<file path="src/design/rerlc_pkg.sv">
package rerlc_pkg;

   // Width of the press and step tick counters.
   localparam int TICK_COUNTER_BITS = 10;
   // Width used when a tick counter is compared with a 10-bit register.
   localparam int TICK_CMP_BITS = (TICK_COUNTER_BITS > 10) ? TICK_COUNTER_BITS : 10;

   localparam int LEVEL_BITS = 7;
   localparam int DRIVE_BITS = 8;
   localparam logic [LEVEL_BITS-1:0] LEVEL_MAX = 7'd100;

   // level*255/100: the product is at most 15 bits; the divide by 100 is a
   // multiply by ceil(2^19/100) and a shift, exact for every 7-bit level.
   localparam int SCALE_PROD_BITS = 15;
   localparam int RECIP_SHIFT = 19;
   localparam logic [12:0] RECIP_100 = 13'd5243;

   localparam int CSR_DATA_BITS = 10;

   typedef enum logic [1:0] {
      CSR_PRESS_LOCKOUT = 2'd0,
      CSR_FAST_WINDOW   = 2'd1,
      CSR_FAST_STEP     = 2'd2,
      CSR_SLOW_STEP     = 2'd3
   } csr_index_type;

   typedef enum logic [1:0] {
      CHAN_RED   = 2'd0,
      CHAN_GREEN = 2'd1,
      CHAN_BLUE  = 2'd2
   } channel_type;

   typedef struct packed {
      logic button_level;
      logic enc_clock_level;
      logic enc_data_level;
   } req_payload_type;

   typedef struct packed {
      logic [DRIVE_BITS-1:0] red_drive;
      logic [DRIVE_BITS-1:0] green_drive;
      logic [DRIVE_BITS-1:0] blue_drive;
      logic [LEVEL_BITS-1:0] red_percent;
      logic [LEVEL_BITS-1:0] green_percent;
      logic [LEVEL_BITS-1:0] blue_percent;
      logic [1:0]            selected_channel;
      logic                  level_changed;
      logic                  selection_changed;
   } rsp_payload_type;

endpackage

</file>
<file path="src/design/rerlc_drive_scale.sv">
module rerlc_drive_scale (
   input  logic [rerlc_pkg::LEVEL_BITS-1:0] level,
   output logic [rerlc_pkg::DRIVE_BITS-1:0] drive
);

   localparam int ProdBits = rerlc_pkg::SCALE_PROD_BITS;
   localparam int WideBits = ProdBits + 13;

   logic [ProdBits-1:0] times_255;
   logic [WideBits-1:0] recip_prod;

   // x*255 = (x << 8) - x
   always_comb begin
      times_255  = (ProdBits'(level) << 8) - ProdBits'(level);
      recip_prod = WideBits'(times_255) * WideBits'(rerlc_pkg::RECIP_100);
      drive      = recip_prod[rerlc_pkg::RECIP_SHIFT +: rerlc_pkg::DRIVE_BITS];
   end

endmodule

</file>
<file path="src/design/rotary_encoder_rgb_level_control.sv">
// RGB level control driven by a push button and a rotary encoder.
//
// Request channel (req_valid / req_stall / req_data): one sample of the
// button, encoder clock and encoder data lines per 1 ms tick. A request is
// taken at a clock edge with req_valid high and req_stall low.
// Result channel (rsp_valid / rsp_stall / rsp_data): exactly one result per
// request, in order, with all three levels raw (0..100) and scaled to 0..255,
// the selected channel and the press / step event flags of that tick.
// Throughput: one request per cycle while req_stall is low; the state update
// for a tick is done in the cycle the request is taken, so back-to-back
// ticks chain directly. Stall: an output register plus one skid register
// decouple the two sides; req_stall rises only when both hold a result that
// has not been taken. Configuration (csr_write_en / csr_index / csr_wdata)
// is to be written by the user only while idle; the block does not enforce it.
// Reset (synchronous, active high) empties the output stages, clears both
// tick counters and all levels, selects red, sets the previous encoder clock
// high and loads the register defaults (300, 80, 5, 1).
module rotary_encoder_rgb_level_control (
   input  logic                                  clock,
   input  logic                                  reset,
   input  logic                                  req_valid,
   output logic                                  req_stall,
   input  rerlc_pkg::req_payload_type            req_data,
   output logic                                  rsp_valid,
   input  logic                                  rsp_stall,
   output rerlc_pkg::rsp_payload_type            rsp_data,
   input  logic                                  csr_write_en,
   input  logic [1:0]                            csr_index,
   input  logic [rerlc_pkg::CSR_DATA_BITS-1:0]   csr_wdata
);

   localparam int TickBits = rerlc_pkg::TICK_COUNTER_BITS;
   localparam int CmpBits  = rerlc_pkg::TICK_CMP_BITS;
   localparam int LvlBits  = rerlc_pkg::LEVEL_BITS;
   localparam logic [TickBits-1:0] TickMax = {TickBits{1'b1}};

   // configuration registers
   logic [9:0]         press_lockout_ff;
   logic [9:0]         fast_window_ff;
   logic [LvlBits-1:0] fast_step_ff;
   logic [LvlBits-1:0] slow_step_ff;

   // block state
   logic [TickBits-1:0] ticks_since_press_ff, ticks_since_press_in;
   logic [TickBits-1:0] ticks_since_step_ff, ticks_since_step_in;
   logic                previous_clock_ff, previous_clock_in;
   logic [1:0]          channel_select_ff, channel_select_in;
   logic [LvlBits-1:0]  levels_ff [3];
   logic [LvlBits-1:0]  levels_in [3];

   // output stage and skid stage
   logic                        out_valid_ff, out_valid_in;
   logic                        skid_valid_ff, skid_valid_in;
   rerlc_pkg::rsp_payload_type  out_data_ff, out_data_in;
   rerlc_pkg::rsp_payload_type  skid_data_ff, skid_data_in;

   logic                        req_take;
   logic                        rsp_take;
   logic                        press_ok;
   logic                        clock_fall;
   logic [1:0]                  cur_chan;
   logic [LvlBits-1:0]          step;
   logic [LvlBits-1:0]          cur_level;
   logic [LvlBits:0]            level_sum;
   logic [LvlBits-1:0]          new_level;
   logic [rerlc_pkg::DRIVE_BITS-1:0] drive [3];
   rerlc_pkg::rsp_payload_type  result;

   assign req_stall = skid_valid_ff;
   assign req_take  = req_valid && !skid_valid_ff;
   assign rsp_take  = out_valid_ff && !rsp_stall;
   assign rsp_valid = out_valid_ff;
   assign rsp_data  = out_data_ff;

   // Tick update. The press test goes first; the encoder then acts on the
   // channel selected after it. Both tests use start-of-tick counters.
   always_comb begin
      press_ok = !req_data.button_level
                 && (CmpBits'(ticks_since_press_ff) > CmpBits'(press_lockout_ff));

      channel_select_in    = channel_select_ff;
      ticks_since_press_in = ticks_since_press_ff;
      if (press_ok) begin
         ticks_since_press_in = '0;
         channel_select_in    = (channel_select_ff >= rerlc_pkg::CHAN_BLUE) ?
                                rerlc_pkg::CHAN_RED : channel_select_ff + 2'd1;
      end else if (ticks_since_press_ff != TickMax) begin
         ticks_since_press_in = ticks_since_press_ff + TickBits'(1);
      end

      cur_chan   = (channel_select_in > rerlc_pkg::CHAN_BLUE) ?
                   rerlc_pkg::CHAN_RED : channel_select_in;
      clock_fall = !req_data.enc_clock_level && previous_clock_ff;
      step       = (CmpBits'(ticks_since_step_ff) < CmpBits'(fast_window_ff)) ?
                   fast_step_ff : slow_step_ff;
      cur_level  = levels_ff[cur_chan];
      level_sum  = {1'b0, cur_level} + {1'b0, step};

      // clamp to 0..100
      if (req_data.enc_data_level) begin
         new_level = (level_sum > (LvlBits+1)'(rerlc_pkg::LEVEL_MAX)) ?
                     rerlc_pkg::LEVEL_MAX : level_sum[LvlBits-1:0];
      end else begin
         new_level = (step > cur_level) ? '0 : cur_level - step;
      end

      for (int i = 0; i < 3; i++) begin
         levels_in[i] = levels_ff[i];
         if (clock_fall && (cur_chan == 2'(i))) begin
            levels_in[i] = new_level;
         end
      end

      ticks_since_step_in = ticks_since_step_ff;
      if (clock_fall) begin
         ticks_since_step_in = '0;
      end else if (ticks_since_step_ff != TickMax) begin
         ticks_since_step_in = ticks_since_step_ff + TickBits'(1);
      end
      previous_clock_in = req_data.enc_clock_level;
   end

   rerlc_drive_scale u_scale_red   (.level(levels_in[0]), .drive(drive[0]));
   rerlc_drive_scale u_scale_green (.level(levels_in[1]), .drive(drive[1]));
   rerlc_drive_scale u_scale_blue  (.level(levels_in[2]), .drive(drive[2]));

   always_comb begin
      result.red_drive         = drive[0];
      result.green_drive       = drive[1];
      result.blue_drive        = drive[2];
      result.red_percent       = levels_in[0];
      result.green_percent     = levels_in[1];
      result.blue_percent      = levels_in[2];
      result.selected_channel  = channel_select_in;
      result.level_changed     = clock_fall;
      result.selection_changed = press_ok;
   end

   // Output register with one skid entry behind it.
   always_comb begin
      out_valid_in  = out_valid_ff;
      out_data_in   = out_data_ff;
      skid_valid_in = skid_valid_ff;
      skid_data_in  = skid_data_ff;
      if (rsp_take) begin
         if (skid_valid_ff) begin
            out_data_in   = skid_data_ff;
            skid_valid_in = 1'b0;
         end else if (req_take) begin
            out_data_in = result;
         end else begin
            out_valid_in = 1'b0;
         end
      end else if (req_take) begin
         if (!out_valid_ff) begin
            out_data_in  = result;
            out_valid_in = 1'b1;
         end else begin
            skid_data_in  = result;
            skid_valid_in = 1'b1;
         end
      end
   end

   always_ff @(posedge clock) begin
      out_data_ff  <= out_data_in;
      skid_data_ff <= skid_data_in;
      if (reset) begin
         out_valid_ff         <= 1'b0;
         skid_valid_ff        <= 1'b0;
         ticks_since_press_ff <= '0;
         ticks_since_step_ff  <= '0;
         previous_clock_ff    <= 1'b1;
         channel_select_ff    <= rerlc_pkg::CHAN_RED;
         for (int i = 0; i < 3; i++) begin
            levels_ff[i] <= '0;
         end
         press_lockout_ff <= 10'd300;
         fast_window_ff   <= 10'd80;
         fast_step_ff     <= 7'd5;
         slow_step_ff     <= 7'd1;
      end else begin
         out_valid_ff  <= out_valid_in;
         skid_valid_ff <= skid_valid_in;
         if (req_take) begin
            ticks_since_press_ff <= ticks_since_press_in;
            ticks_since_step_ff  <= ticks_since_step_in;
            previous_clock_ff    <= previous_clock_in;
            channel_select_ff    <= channel_select_in;
            for (int i = 0; i < 3; i++) begin
               levels_ff[i] <= levels_in[i];
            end
         end
         if (csr_write_en) begin
            case (rerlc_pkg::csr_index_type'(csr_index))
               rerlc_pkg::CSR_PRESS_LOCKOUT: press_lockout_ff <= csr_wdata;
               rerlc_pkg::CSR_FAST_WINDOW:   fast_window_ff   <= csr_wdata;
               rerlc_pkg::CSR_FAST_STEP:     fast_step_ff     <= csr_wdata[LvlBits-1:0];
               rerlc_pkg::CSR_SLOW_STEP:     slow_step_ff     <= csr_wdata[LvlBits-1:0];
               default: ;
            endcase
         end
      end
   end

endmodule

</file>
<file path="config.mk">
export PLATFORM = sky130hd
export DESIGN_NAME = rotary_encoder_rgb_level_control
export DESIGN_NICKNAME = d
export VERILOG_FILES = /design/src/design/rerlc_pkg.sv /design/src/design/rerlc_drive_scale.sv /design/src/design/rotary_encoder_rgb_level_control.sv
export SDC_FILE = /design/constraint.sdc
export NUM_CORES = 1
export LEC_CHECK = 0
export ABC_CLOCK_PERIOD_IN_PS = 15000
export BUFFER_PORTS_ARGS = -buffer_cell sky130_fd_sc_hd__buf_4
export CAP_MARGIN = 20
export CORE_ASPECT_RATIO = 0.9
export CORE_MARGIN = 1.5
export CORE_UTILIZATION = 44
export CTS_BUF_LIST = sky130_fd_sc_hd__clkbuf_16
export CTS_CLUSTER_SIZE = 10
export DETAILED_ROUTE_END_ITERATION = 16
export PLACE_DENSITY = 0.63
export SLEW_MARGIN = 0
export SYNTH_ARGS = -nofsm -noshare
export SYNTH_HDL_FRONTEND = slang
export SYNTH_SLANG_ARGS = --single-unit
</file>
<file path="constraint.sdc">
create_clock -name clock -period 15 [get_ports clock]
set_clock_uncertainty 0.05 [all_clocks]
set_input_delay 1.5 -clock clock [delete_from_list [all_inputs] [get_ports clock]]
set_output_delay 1.5 -clock clock [all_outputs]
set_load 0.05 [all_outputs]
</file>
==> After elaboration in Yosys (flattened, before gate mapping) <==
Memories as Yosys holds them, arrays and structs flattened.
Cells that the tools add are included.
{ "totals": {"reg_bits": 157, "ramBits": 21, "out_inout_bits": 51, "word_cells": 119, "mem_count": 1} }
{ "op_classes": {"addsub": 8, "multipliers": 3, "magnitude_cmp": 6, "eq_ne": 10, "mux": 31, "bitwise_logic": 4, "n_reduce_logical": 28} }
{ "memory_table": {"columns": ["name", "words", "word_bits", "rd", "rd_clocked_by_memory_dff", "wr", "line", "source"], "rows": [
  ["levels_ff", 3, 7, 4, 0, 3, "rotary_encoder_rgb_level_control.sv:48", "logic [LvlBits-1:0] levels_ff [3];"]
]} }
{ "ops": {"columns": ["cell", "n"], "rows": [
  ["49-bit 2-to-1 mux", 5],
  ["15-bit by 13-bit multiplier with 27-bit output, second input constant", 3],
  ["7-bit 2-to-1 mux", 10],
  ["15-bit by 7-bit subtractor with 15-bit output", 3],
  ["10-bit 2-to-1 mux", 4],
  ["10-bit by 1-bit adder with 10-bit output, second input constant", 2],
  ["10-bit != test, second input constant", 2],
  ["2-bit AND reduction", 7],
  ["10-bit > comparator", 1],
  ["10-bit < comparator", 1],
  ["1-bit 2-to-1 mux", 9],
  ["3-bit AND reduction", 3],
  ["7-bit by 7-bit adder with 8-bit output", 1],
  ["8-bit by 7-bit > comparator with 1-bit output, second input constant", 1],
  ["2-bit nonzero test", 4],
  ["7-bit > comparator", 1],
  ["1-bit logical AND", 7],
  ["7-bit subtractor", 1],
  ["2-bit == test, second input constant", 3],
  ["2-bit 2-to-1 mux", 3],
  ["2-bit by 1-bit == test with 1-bit output, second input constant", 2],
  ["1-bit logical NOT", 4],
  ["2-bit logical NOT", 2],
  ["2-bit != test, second input constant", 2],
  ["7 further kinds", 9]
]} }

==> Logic depth before layout (Yosys ltp) <==
Gate-level depths: netlist of the first run.
An unclocked memory read counts as a cell.
{ "depth": {"word_depth": 16, "ltp_mapped": 50} }

==> Cells and area by module <==
Synthesis of the first run repeated with hierarchy kept, for this count alone.
{ "unflattened": {"hier_cells": 2103, "hier_area_um2": 20448.4} }
{ "by_module_without_submodules": {"columns": ["mod", "n_inst", "cells_each", "area_each_um2", "seq_area_each_um2"], "rows": [
  ["rotary_encoder_rgb_level_control", 1, 806, 8642.0, 4754.6],
  ["rerlc_drive_scale at u_scale_blue", 1, 456, 4098.9, 0.0],
  ["rerlc_drive_scale at u_scale_red", 1, 432, 3942.5, 0.0],
  ["rerlc_drive_scale at u_scale_green", 1, 409, 3764.9, 0.0]
]} }

==> Worst setup path before layout of the first run <==
Ideal clock, no wire load.
{ "synth_timing": {"path_kind": "input to register", "from": "in req_data[2] (netlist name)", "to": "reg out_data_ff, in the netlist rsp_data[48], data pin", "arrival_time_ns": 10.727, "path_slack_ns": 3.962, "stages": 38, "cell_sequence": "a31oi_1 o21ai_1 nor3_1 a21oi_1 inv_1 ha_1 clkbuf_1 mux2i_1 o21a_1 inv_1 ha_1 fa_1 a211oi_2 o21ai_0 o2111ai_2 o311ai_1 a31o_2 a21boi_2 [2 not listed] or4_4 mux2i_2 fa_1 ha_1 fa_1 inv_1 fa_1 inv_1 fa_1 ha_1 a21o_1 or3_1 o21ai_0 o21ai_0 a41o_1 nor2_1 xnor3_2 mux2_4"} }
{ "synth_rtl": {"columns": ["element", "line", "source"], "rows": [
  ["start: declaration", "rotary_encoder_rgb_level_control.sv:23", "input rerlc_pkg::req_payload_type req_data,"],
  ["end signal: assignment", "rotary_encoder_rgb_level_control.sv:166", "out_data_ff <= out_data_in;"],
  ["end: declaration", "rotary_encoder_rgb_level_control.sv:54", "rerlc_pkg::rsp_payload_type out_data_ff, out_data_in;"]
]} }

==> results of run 1 <==
-- layout make-up --
class | count | area [um2] | share of cell area (%)
clock buffers | 17 | 425.4 | 1.967
clock inverters | 15 | 137.6 | 0.6364
inverters | 504 | 1912 | 8.840
multi-input cells | 1335 | 13070 | 60.41
flip-flops and latches | 178 | 4755 | 21.98
well taps | 600 | 750.7 | 3.471
repair buffers | 77 | 581.8 | 2.690
-- sequential cells by signal, indices dropped and copies added (netlist names) --
name and count:
fast_window_ff 10, levels_ff 21, channel_select_ff 2, fast_step_ff 7, req_stall 1, ticks_since_press_ff 10, ticks_since_step_ff 10, skid_data_ff 49
slow_step_ff 7, press_lockout_ff 10, rsp_valid 1, previous_clock_ff 1, rsp_data 49
-- cell families after synthesis --
family	after synthesis
muxes	57
buffers and inverters	538
AOI/OAI and AO/OA	238
adders and majority gates	538
DFF	178
and+or+nand+nor	419
xor gates and xnor gates	83
-- worst min-delay path by stage --
stage | endpoint | depth (start not counted) | slack [ps]
finish | slow_step_ff[0]$_SDFFE_PP1P_ | 1 | 420
global route | fast_step_ff[5]$_SDFFE_PP0P_ | 2 | 440
CTS | slow_step_ff[0]$_SDFFE_PP1P_ | 1 | 420
detailed placement | slow_step_ff[0]$_SDFFE_PP1P_ | 1 | 400
global placement | slow_step_ff[0]$_SDFFE_PP1P_ | 1 | 390
floorplan | slow_step_ff[0]$_SDFFE_PP1P_ | 1 | 380
-- routing by layer --
| metal | vias up | part of all wire, % | GRT usage, % |
|---|---|---|---|
| met2 | 214 | 46 | 31.89 |
| met1 | 6590 | 49 | 27.83 |
| met3 | 40 | 3.5 | 2.740 |
| met4 | 0 | 1.9 | 5.357 |
| met5 | - | 0 | 0 |
| li1 | 6722 | - | - |
-- layout by cell type (no fill, tap or decap), types with 4 or more instances in the layout --
| cell | instances |
|---|---|
| o21ai_1 | 6 |
| nor2b_1 | 10 |
| nor3_1 | 18 |
| buf_4 | 76 |
| clkbuf_16 | 17 |
| nor4_1 | 4 |
| ha_1 | 339 |
| inv_1 | 496 |
| xnor2_1 | 61 |
| o21a_1 | 12 |
| xor2_1 | 19 |
| nand2_1 | 138 |
| inv_6 | 5 |
| o21ai_0 | 54 |
| a21boi_0 | 4 |
| a21o_1 | 26 |
| and3_1 | 10 |
| a211o_1 | 6 |
| nand3b_1 | 5 |
| inv_2 | 4 |
| and2_1 | 7 |
| a21oi_1 | 72 |
| fa_1 | 199 |
| mux2_2 | 18 |
| nand2b_1 | 16 |
| nor3b_1 | 4 |
| nor2_1 | 148 |
| nand3_1 | 27 |
| a311oi_1 | 4 |
| o21bai_1 | 8 |
| edfxtp_1 | 119 |
| a31oi_1 | 8 |
| mux2i_1 | 37 |
| nand4_1 | 12 |
| dfxtp_1 | 59 |
-- stage by stage --
step | cells | setup WS, ps
6_report | 2726 | 2417
5_1_grt | 2726 | 1513
4_1_cts | 2725 | 2402
3_5_place_dp | 2693 | 2227
3_3_place_gp | 2693 | 2391
2_1_floorplan | 2051 | 3962
==> qor.yml, run 1 <==
outcome:
  status: "finished, final reports clean"
cells_and_area:
  n_fill_cell: 4117
  antennaDiodeCount: 0
  area_delta_synth_final_pct: 8.922
  fin_util_pct: 48.72
  final_nets: 2671
  fin_area_um2: 21630
  drive_gt1_share_pct: 7.714
worst_setup_path:
  cp.depth: 43
  crit_fanout: 9
  crit_top_cell: "ha_1"
  slowest_delay_ps: 600
  crit_required_ps: 15150
  ff2ff_path_depth: 43
  cp_slowest_cell: "mux2i_1"
  crit_family: "adder cells"
  crit_end: "rsp_data[32]$_DFFE_PP_"
  start_kind: "register"
  r2r-start: "ticks_since_press_ff[3]$_SDFFE_PP0P_"
  critical_path_class: "register to register"
  r2r-end: "rsp_data[32]$_DFFE_PP_"
  worst_setup_path_end_kind: "register"
  r2r_slack_ps: 2420
  cp_data_arrival_time_ps: 12740
  critPathBufInv: 5
  crit_path_start: "ticks_since_press_ff[3]$_SDFFE_PP0P_"
clock_network:
  cts_root_buffer: "clkbuf_16"
  ctsResizeCount: 0
  clockBufferDepth: 2
  clk_latency_ps: 460
  cts.sinks: 178
  cts_tree: "built"
  post-cts-setup-buffer-count: 0
  numCtsBuffers: 17
  cts_hold_buf: 0
  clk_pin_slew_ps: 80
  htreeDepth: 4
timing:
  setup_viol: 0
  min_period_ps: 12580
  slew_headroom_pct: 40.54
  setup-tns-final_ps: 0
  max_freq_ghz: 0.07947
  timing.hold.ws_ps: 420.1
  drv_slew: 0
  hold_viol: 0
  rsz0062_at_grt: "no"
  post-route-period-util_pct: 83.88
  worst_pin_slew_ps: 891.9
synth:
  synthMuxAreaShare_pct: 3.031
  syn-instance-count: 2051
  synth-xor-area-share_pct: 3.844
  synthSimpleGateAreaFrac_pct: 9.490
  syn_nets: 2609
  synth_top_family_by_area: "adder cells"
  yosys-top-cells-area: "ha_1, fa_1, edfxtp_1"
  synth_area_um2: 19860
  yosysMostFrequentCell: "inv_1"
  yosysSeqAreaShare_pct: 23.94
  synth_top_cell_area_share_pct: 21.36
  synth_area_leader_cell: "ha_1"
  synth_compound_area_share_pct: 7.870
  synth_cell_types: 82
  ys_ff_latch: 178
  synth_adder_area_share_pct: 41.42
  synth_edf_count: 119
  synth_common_cells: "inv_1, ha_1, fa_1"
  synthFlopType: "edfxtp_1"
  yosysWarnings: 0
  avgSynthCellArea_um2: 9.681
  async_flop_share_pct: 0
routing:
  first_pass_iters: 5
  routed_wirelength_um: 42780
  vias: 13566
  vias_per_cell: 4.977
  post_drt_wl_per_cell_um: 15.69
  drc: 0
  dr.first_iter.drc_count: 670
  ant_nets: 0
grt:
  grt_pass1_vias: 14139
  grt_max_degree: 50
  track_usage_pct: 19.79
  antenna_found_initial: 0
  grt_pass1_wl_um: 72260
  grt_remaining_overflow: 0
place:
  hpwl_um: 35090
  io_buffers: 70
  dpl-instance-area_um2: 21050
  gp_congestion: 0.9127
floorplan:
  coreArea_um2: 44390
  num_rows: 73
  die_h_um: 204.5
  ios: 71
  die_x_um: 226.9
  start_util_pct: 44.73
  dieArea_um2: 46410
hold_path:
  hold_class: "register to register"
  holdCritStartpoint: "slow_step_ff[0]$_SDFFE_PP1P_"
run:
  max_cap_violations: 0
Power of run 1 is left out: the tool's default activity adds up to more than one toggle a clock period on the data nets, which glitch-free logic cannot reach.
==> run 2, diff against run 1 <==
ABC_CLOCK_PERIOD_IN_PS = 12160   (was 15000)
clock period = 12.16 ns   (was 15 ns; I/O delays follow)
==> run 2 against run 1 <==
  * Utilization increased by 0.34 points
  * Via count increased by 0.39%
  * Maximum frequency increased by 11%
  * Setup slack got worse by 1600 ps
  * Final cell count increased by 0.59%
  * Non-clock buffer count increased by 16
  * Die area unchanged
  * Final area increased by 0.70%
==> qor.yml, run 2 (synthesized netlist as in run 1, its figures left out) <==
place:
  gp_congestion: 0.8894  # was 0.9127
  dp_cells: 2709  # was 2693
  dpl-instance-area_um2: 21170  # was 21050 um2
  io_buffers: 70  # unchanged
  hpwl_um: 35240  # was 35090 um
grt:
  grt_pass1_vias: 13961  # was 14.14k
  grt_max_degree: 50  # unchanged
  track_usage_pct: 19.62  # was 19.79%
  antenna_found_initial: 0  # unchanged
  grt_remaining_overflow: 0  # unchanged
  grt_pass1_wl_um: 71660  # was 72260 um
timing:
  drv_slew: 0  # unchanged
  min_period_ps: 11370  # was 12580 ps
  max_freq_ghz: 0.08796  # was 0.07947 GHz
  hold_viol: 0  # unchanged
  worst_pin_slew_ps: 1037  # was 891.9 ps
  rsz0062_at_grt: "no"  # unchanged
  setup_viol: 0  # unchanged
  post-route-period-util_pct: 93.50  # was 83.88%
  slew_headroom_pct: 30.56  # was 40.54%
  setup-tns-final_ps: 0  # unchanged
hold_path:
  hold_class: "register to register"  # unchanged
  holdCritStartpoint: "slow_step_ff[0]$_SDFFE_PP1P_"  # unchanged
  holdPathStages: 1  # unchanged
  hold_end: "slow_step_ff[0]$_SDFFE_PP1P_"  # unchanged
routing:
  vias_per_cell: 4.967  # was 4.977
  drc: 0  # unchanged
  first_pass_iters: 5  # unchanged
  ant_nets: 0  # unchanged
  vias: 13619  # was 13.57k
  routed_wirelength_um: 42750  # was 42780 um
  post_drt_wl_per_cell_um: 15.59  # was 15.69 um
  dr.first_iter.drc_count: 632  # was 670
clock_network:
  cts_hold_buf: 0  # unchanged
  cts.sinks: 178  # unchanged
  clk_pin_slew_ps: 70  # was 80 ps
  clk_latency_ps: 460  # about the same
  clockBufferDepth: 2  # unchanged
  htreeDepth: 4  # unchanged
  cts_tree: "built"  # unchanged
  numCtsBuffers: 17  # unchanged
  cts_root_buffer: "clkbuf_16"  # unchanged
worst_setup_path:
  critical_path_class: "register to register"  # unchanged
  slowest_delay_ps: 540  # was 600 ps
  start_kind: "register"  # unchanged
  crit_family: "adder cells"  # unchanged
  r2r-end: "rsp_data[48]$_DFFE_PP_"  # was rsp_data[32]$_DFFE_PP_
  ff2ff_path_depth: 41  # was 43
  worst_setup_path_end_kind: "register"  # unchanged
  cp_data_arrival_time_ps: 11530  # was 12740 ps
  critPathBufInv: 5  # unchanged
  cp_slowest_cell: "or4_4"  # was mux2i_1
  r2r_slack_ps: 790  # was 2420 ps
  crit_fanout: 9  # unchanged
  crit_required_ps: 12320  # was 15150 ps
  r2r-start: "press_lockout_ff[7]$_SDFFE_PP0P_"  # was ticks_since_press_ff[3]$_SDFFE_PP0P_
cells_and_area:
  final_cell_mix: "inv_1, ha_1, fa_1"  # unchanged
  fin_util_pct: 49.06  # was 48.72%
  final_cell_count_no_fill: 2742  # was 2726
  final_nets: 2687  # was 2671
  final_common_cell: "inv_1"  # unchanged
  drive_gt1_share_pct: 8.683  # was 7.714%
  antennaDiodeCount: 0  # unchanged
  area_delta_synth_final_pct: 9.685  # was 8.922%
  fin_area_um2: 21780  # was 21630 um2
  n_fill_cell: 4157  # was 4117
floorplan:
  ios: 71  # unchanged
  start_util_pct: 44.73  # unchanged
  coreArea_um2: 44390  # unchanged
  num_rows: 73  # unchanged
  die_h_um: 204.5  # unchanged
  die_x_um: 226.9  # unchanged
  dieArea_um2: 46410  # unchanged
run:
  max_cap_violations: 0  # unchanged
outcome:
  status: "finished, final reports clean"  # unchanged
## run 2: cell count changes in the layout (fill, tap and decap cells not counted), sizes merged
cell,before,now
buf,77,93
clkinv,8,7
clkbuf,17,18
## run 2: final cells by class
class / count / area (um2) / share of cell area [%]
multi-input combinational: 1335 / 13100 / 60.16
sequential: 178 / 4755 / 21.83
inverter: 504 / 1912 / 8.778
tap: 600 / 750.7 / 3.447
timing repair buffer: 93 / 698.2 / 3.206
clock buffer: 18 / 450.4 / 2.068
clock inverter: 14 / 111.4 / 0.5113
## run 2: worst max-delay path by stage
| stage | start | end | cells after the start |
|---|---|---|---|
| finish | press_lockout_ff[7]$_SDFFE_PP0P_ | rsp_data[48]$_DFFE_PP_ | 41 |
| global route | ticks_since_press_ff[3]$_SDFFE_PP0P_ | rsp_data[48]$_DFFE_PP_ | 42 |
| CTS | ticks_since_press_ff[3]$_SDFFE_PP0P_ | rsp_data[48]$_DFFE_PP_ | 41 |
| detailed placement | req_data[2] | rsp_data[48]$_DFFE_PP_ | 37 |
| global placement | req_data[2] | rsp_data[48]$_DFFE_PP_ | 41 |
| floorplan | req_data[2] | rsp_data[48]$_DFFE_PP_ | 38 |
## run 2: timing repair
action | in CTS | in global routing
setup buffers | 0 | 1
resized for setup | 0 | 13
endpoints found under the setup margin | 0 | 16
## run 2: per-layer routing
metal	GRT usage (%)	share of wire, %
met1	27.74	49
met2	31.73	46
met3	3.012	3.5
met4	4.190	1.3
met5	0	0
## run 2: metrics by stage
stage               setup WS [ps]  hold slack (ps)
global route                79.66            439.4
CTS                         340.3            415.6
detailed placement          286.0            397.4
floorplan                    1406            379.6
global placement            615.5            391.0
finish                      791.0            412.8
Power of run 2 is left out for the same reason.
